<file path="src/hdl/dwra_pkg.sv">
// Package for the DNA wavelet rank and access block: sizes, codes and the byte map.
// Used by every module of the block; depends on nothing.
package dwra_pkg;

    localparam int MaxLen    = 65536;
    localparam int BlockSize = 64;
    localparam int NSym      = 6;
    localparam int AddrW     = $clog2(MaxLen);
    localparam int CntW      = AddrW + 1;
    localparam int BlkW      = $clog2(BlockSize);
    localparam int NBlocks   = MaxLen / BlockSize;
    localparam int DirW      = $clog2(NBlocks * NSym);

    localparam logic [2:0] ST_OK       = 3'd0;
    localparam logic [2:0] ST_BADCHAR  = 3'd1;
    localparam logic [2:0] ST_NOTBUILT = 3'd2;
    localparam logic [2:0] ST_REFUSED  = 3'd3;
    localparam logic [2:0] ST_RANGE    = 3'd4;

    localparam logic [2:0] NoCode = 3'd7;

    // Work handed from the front to the back through the queue.
    typedef struct packed {
        logic       op;
        logic [2:0] code;
        logic       last;
        logic [CntW-1:0] qidx;
        logic [2:0] qsym;
    } dwra_cmd_t;

    // Maps a sequence byte (NACGT in either case, '$' or raw 0 to 5) to a symbol code, else NoCode.
    function automatic logic [2:0] map_byte(input logic [7:0] b);
        logic [2:0] c;
        begin
            case (b)
                8'd0, 8'h24:        c = 3'd0;
                8'd1, 8'h4E, 8'h6E: c = 3'd1;
                8'd2, 8'h41, 8'h61: c = 3'd2;
                8'd3, 8'h43, 8'h63: c = 3'd3;
                8'd4, 8'h47, 8'h67: c = 3'd4;
                8'd5, 8'h54, 8'h74: c = 3'd5;
                default:            c = NoCode;
            endcase
            return c;
        end
    endfunction

endpackage

</file>
<file path="src/hdl/dwra_front.sv">
// Front end: takes items, maps load bytes to codes and pushes commands to a two-entry queue.
// Depends on dwra_pkg.
module dwra_front
    import dwra_pkg::*;
(
    input  logic            clk,
    input  logic            rst_n,
    input  logic            start,
    output logic            busy,
    input  logic            op,
    input  logic [7:0]      load_byte,
    input  logic            load_last,
    input  logic [16:0]     query_index,
    input  logic [2:0]      query_symbol,
    input  logic            pop,
    output logic            cmd_valid,
    output dwra_cmd_t       cmd
);

    dwra_cmd_t q_reg [2];
    logic      rd_ptr_reg, rd_ptr_next;
    logic      wr_ptr_reg, wr_ptr_next;
    logic [1:0] cnt_reg, cnt_next;
    logic      push;

    assign busy      = (cnt_reg == 2'd2);
    assign push      = start && !busy;
    assign cmd_valid = (cnt_reg != 2'd0);
    assign cmd       = q_reg[rd_ptr_reg];

    // Queue pointers and fill level.
    always_comb
    begin
        rd_ptr_next = rd_ptr_reg ^ pop;
        wr_ptr_next = wr_ptr_reg ^ push;
        cnt_next    = cnt_reg + {1'b0, push} - {1'b0, pop};
    end

    always_ff @(posedge clk or negedge rst_n)
    begin
        if (!rst_n)
        begin
            rd_ptr_reg <= 1'b0;
            wr_ptr_reg <= 1'b0;
            cnt_reg    <= 2'd0;
        end
        else
        begin
            rd_ptr_reg <= rd_ptr_next;
            wr_ptr_reg <= wr_ptr_next;
            cnt_reg    <= cnt_next;
        end
    end

    // Classified item goes into the queue slot.
    always_ff @(posedge clk)
    begin
        if (push)
        begin
            q_reg[wr_ptr_reg].op   <= op;
            q_reg[wr_ptr_reg].code <= map_byte(load_byte);
            q_reg[wr_ptr_reg].last <= load_last;
            q_reg[wr_ptr_reg].qidx <= query_index;
            q_reg[wr_ptr_reg].qsym <= query_symbol;
        end
    end

    assert property (@(posedge clk) disable iff (!rst_n) pop |-> cmd_valid)
        else $error("queue popped while empty");
    assert property (@(posedge clk) disable iff (!rst_n) cnt_reg != 2'd3)
        else $error("queue level out of range");
    assert property (@(posedge clk) disable iff (!rst_n)
        (push && !pop) |=> cnt_reg == $past(cnt_reg) + 2'd1)
        else $error("queue level not advanced on push");

endmodule

</file>
<file path="config.mk">
export PLATFORM = sky130hd
export DESIGN_NAME = dwra_front
export DESIGN_NICKNAME = d
export VERILOG_FILES = /design/src/hdl/dwra_pkg.sv /design/src/hdl/dwra_front.sv
export SDC_FILE = /design/constraint.sdc
export NUM_CORES = 1
export LEC_CHECK = 0
export BUFFER_PORTS_ARGS = -buffer_cell sky130_fd_sc_hd__clkbuf_2
export CORE_ASPECT_RATIO = 1.5
export CORE_MARGIN = 4
export CORE_UTILIZATION = 40
export CTS_CLUSTER_DIAMETER = 40
export DETAILED_ROUTE_END_ITERATION = 12
export SLEW_MARGIN = 20
export SYNTH_ARGS = -nofsm -noshare
export SYNTH_HDL_FRONTEND = slang
export SYNTH_SLANG_ARGS = --single-unit
</file>
<file path="constraint.sdc">
create_clock -name clk -period 3.61 [get_ports clk]
set_clock_uncertainty 0.15 [all_clocks]
set_input_delay 0.722 -clock clk [delete_from_list [all_inputs] [get_ports clk]]
set_output_delay 0.722 -clock clk [all_outputs]
set_load 0.05 [all_outputs]
</file>
## Yosys cells after proc, flatten, opt, wreduce, memory -nomap -nowiden

Memories as Yosys holds them, arrays and structs flattened.
Cells that the tools add are included.

- Memories: 1
- Output and inout bits: 27
- RAM bits: 50
- Logic and storage cells: 39
- Bits of input ports: 34
- Flip-flop bits (word level): 4

- Reductions and logical operators: 10
- Equality and inequality tests: 17
- Bitwise operators: 2
- Mux-type cells: 4
- $add $sub $neg: 2

Memory list:

| name | depth | width | rd ports | clocked after memory_dff | write ports | RTL line | source |
|---|---|---|---|---|---|---|---|
| q_reg | 2 | 25 | 1 | 0 | 1 | dwra_front.sv:20 | `dwra_cmd_t q_reg [2];` |

Operators with widths:

| cell | number |
|---|---|
| $eq A8 B7 Y1 const B | 10 |
| $pmux W3 S6 | 1 |
| $eq A8 B2 Y1 const B | 2 |
| $eq A8 B3 Y1 const B | 2 |
| $reduce_or A3 Y1 | 5 |
| $eq A8 B1 Y1 const B | 1 |
| $eq A8 B6 Y1 const B | 1 |
| $logic_not A8 Y1 | 1 |
| $mux W3 | 1 |
| $add A2 B1 Y2 | 1 |
| $eq A2 B2 Y1 const B | 1 |
| $mux W1 | 2 |
| $reduce_bool A2 Y1 | 1 |
| $reduce_or A2 Y1 | 1 |
| $sub A2 B1 Y2 | 1 |
| $xor A1 B1 Y1 | 2 |
| $logic_and A1 B1 Y1 | 1 |
| $logic_not A1 Y1 | 1 |

## Depth between registers and ports, before layout

- Depth in word-level cells: 5
- Depth in mapped cells: 7
- Depth with buffers taken out: 7

## Worst setup path before layout

OpenSTA, ideal clock, no wires.

- Path kind: input port to flip-flop
- Start point: input start
- End point: memory q_reg[1][0] (netlist name), enable pin
- Library setup time: 0.384 ns
- Path buffers: 0
- Arrival time: 1.516 ns
- Required time: 3.076 ns
- Stages on the path: 3
- Path slack: 1.560 ns
- Cell sequence: nand2_1 inv_1 ha_1

- Longest elaborated chain between the ends: 3

Ends and longest elaborated chain:

| what | RTL line | source |
|---|---|---|
| start, declared | dwra_front.sv:8 | `input logic start,` |
| $logic_and A1 B1 Y1 | dwra_front.sv:27 | `assign push = start && !busy;` |
| $mux W1 | dwra_front.sv:58 | `if (push)` |
| $mux W1 (implied by the code) | dwra_front.sv:64 | `q_reg[wr_ptr_reg].qsym <= query_symbol;` |
| end, declared | dwra_front.sv:20 |  |

Every way passes these cells.

==> impl_metrics.json <==
{
  "start_kind": "register",
  "clockRootBuffer": "clkbuf_8",
  "cp.arrival_ns": 1.74,
  "cap_violations": 0,
  "synth_edf_count": 50,
  "drv_slew": 0,
  "grt-ovfl-total": 0,
  "dr.pass1.iters": 4,
  "synthCells": 120,
  "portBuffers": 60,
  "grt_max_degree": 21,
  "ir_worst_vdd_mv": 0.436,
  "fillers": 479,
  "yosys_warnings": 0,
  "grt_pass1_wl_um": 5800,
  "fin_crit_ns": 2.61,
  "drive_gt1_frac": 0.516,
  "worst_pin_slew_ns": 0.601,
  "max_freq_mhz": 383,
  "synth_nets": 158,
  "clock_path_buffers": 2,
  "setup_tns_ns": 0,
  "netlist_area_sq_um": 2170,
  "synth_cell_types": 28,
  "gp_congestion": 0.704,
  "yosys-top-cells-area": "edfxtp_1, mux2_2, dfrtp_1",
  "numCtsBuffers": 5,
  "multi_input_area_sq_um": 527,
  "dp_hpwl_um": 2830,
  "min_path_type": "in -> async",
  "cts_tree": "done",
  "end_kind": "output pin",
  "r2r-start": "cnt_reg[1]",
  "post_cts_resized": 0,
  "worst-r2r-setup-slack_ns": 1.63,
  "setup_viol": 0,
  "hold_buffers": 0,
  "grt_pass1_vias": 1327,
  "syn_to_final_growth_pct": 21.6,
  "synth_common_cells": "edfxtp_1, mux2_2, inv_1",
  "cts_setup_buffers": 0,
  "drt_first_iter_violations": 38,
  "cts_sinks": 54,
  "antenna_found_initial": 0,
  "rr_worst_depth": 5,
  "layout.nets": 224,
  "leakage_nw": 1.01,
  "hold-worst-slack_ns": 0.0768,
  "outcome": "finished clean",
  "synth_top_area_share": 0.693,
  "crit_type": "reg -> out",
  "synth_seq_cells": 54,
  "die_area_sq_um": 6680,
  "antenna_cells": 0,
  "largest_reg_flops": 50,
  "r2r-end": "q_reg[1][0]",
  "core_sq_um": 5200,
  "ys_seq_area_frac": 0.739,
  "cp.required_ns": 2.74,
  "grt_util_all_layers": 0.119,
  "io_pins": 61,
  "hold_violations": 0,
  "postRouteWirelength_um": 3710,
  "via_per_inst": 4.89,
  "rows": 32,
  "synth.most_common_cell": "edfxtp_1",
  "cts.clk_slew.worst_paths_ns": 0.08,
  "postRouteAntennaNets": 0,
  "die_h_um": 98.1,
  "syn_avg_cell_area_sq_um": 18.1,
  "synth-async-reset-ratio": 0.0741,
  "drc": 0,
  "num_vias": 1243,
  "crit_fanout": 20,
  "wl_per_cell_um": 14.6,
  "start_util": 0.416,
  "min_period_over_period": 0.723,
  "die_w_um": 68.1,
  "fin_area_sq_um": 2640,
  "netlist.top_cell.by_area": "edfxtp_1",
  "clock_latency_ns": 0.29,
  "rsz0062_at_grt": "false",
  "relSlewSlack": 0.599,
  "fin_util": 0.506,
  "power_density_nw_per_um2": 843,
  "synthFlopType": "edfxtp_1",
  "placed_cell_area_sq_um": 2550,
  "total_power_mw": 2.22,
  "regArea_sq_um": 1600,
  "ctsHtreeMaxLevel": 2
}
==> worst max path at each step <==
stage | from | endpoint | slack, ns | cells past startpoint
after detailed placement | start | q_reg[1][3] | 1.29 | 5
after global placement | rd_ptr_reg | cmd[2] | 1.31 | 3
final | rd_ptr_reg | cmd[2] | 1.0 | 3
after global routing | rd_ptr_reg | cmd[2] | 0.90 | 3
after CTS | rd_ptr_reg | cmd[2] | 0.95 | 3
after floorplan | start | q_reg[1][0] | 1.56 | 3
==> routing by layer <==
metal	routed length (um)	track usage
met5	0	0
met4	88	0.0597
met3	333	0.0380
met2	1960	0.208
met1	1330	0.120
==> critical path, cell delays in order, from the launching register on <==
cell and delay (ns):
dfrtp_1 0.49, buf_4 0.33, mux2_2 0.38, clkbuf_2 0.24
==> layout by cell type (no fill, tap or decap), types with 2 or more instances in the layout <==
cell / netlist / final
ha_1: 4 / 4
xnor2_1: 2 / 2
nor3_1: 2 / 2
or4b_1: 2 / 2
a21oi_1: 2 / 2
mux2_2: 25 / 25
nand3_1: 2 / 2
inv_1: 5 / 5
buf_4: 0 / 3
clkbuf_8: 0 / 5
dfrtp_1: 4 / 4
clkbuf_2: 0 / 60
nand2_1: 2 / 2
edfxtp_1: 50 / 50
==> area by class of cell <==
type	instances	area share
inverters	5	0.00712
clock buffers	6	0.0275
flip-flops and latches	54	0.608
clock inverters	1	0.00285
multi-input cells	57	0.200
well taps	68	0.0323
repair buffers	63	0.123
==> through the flow <==
| step | instances | setup slack (ns) |
|---|---|---|
| floorplan | 120 | 1.56 |
| global placement | 247 | 1.31 |
| detailed placement | 247 | 1.29 |
| CTS | 254 | 0.950 |
| global route | 254 | 0.901 |
| finish | 254 | 0.999 |
==> report_power, final <==
group	switching (mW)	leakage, nW	internal, mW
Sequential	0.0481	0.505	0.856
Clock	0.166	0.0373	0.133
Combinational	0.732	0.469	0.286
==> cell families (layout without fill, tap and decap cells) <==
logic type | count (synthesis) | after routing | share of synthesized area
AOI/OAI and AO/OA | 8 | 8 | 0.0248
xor gates and xnor gates | 3 | 3 | 0.0121
adders and majority gates | 4 | 4 | 0.0231
buffers and inverters | 9 | 75 | 0.0179
DFF | 54 | 54 | 0.739
muxes | 25 | 25 | 0.130
and+or+nand+nor | 17 | 17 | 0.0531
Power figures use the tool's default switching activity.
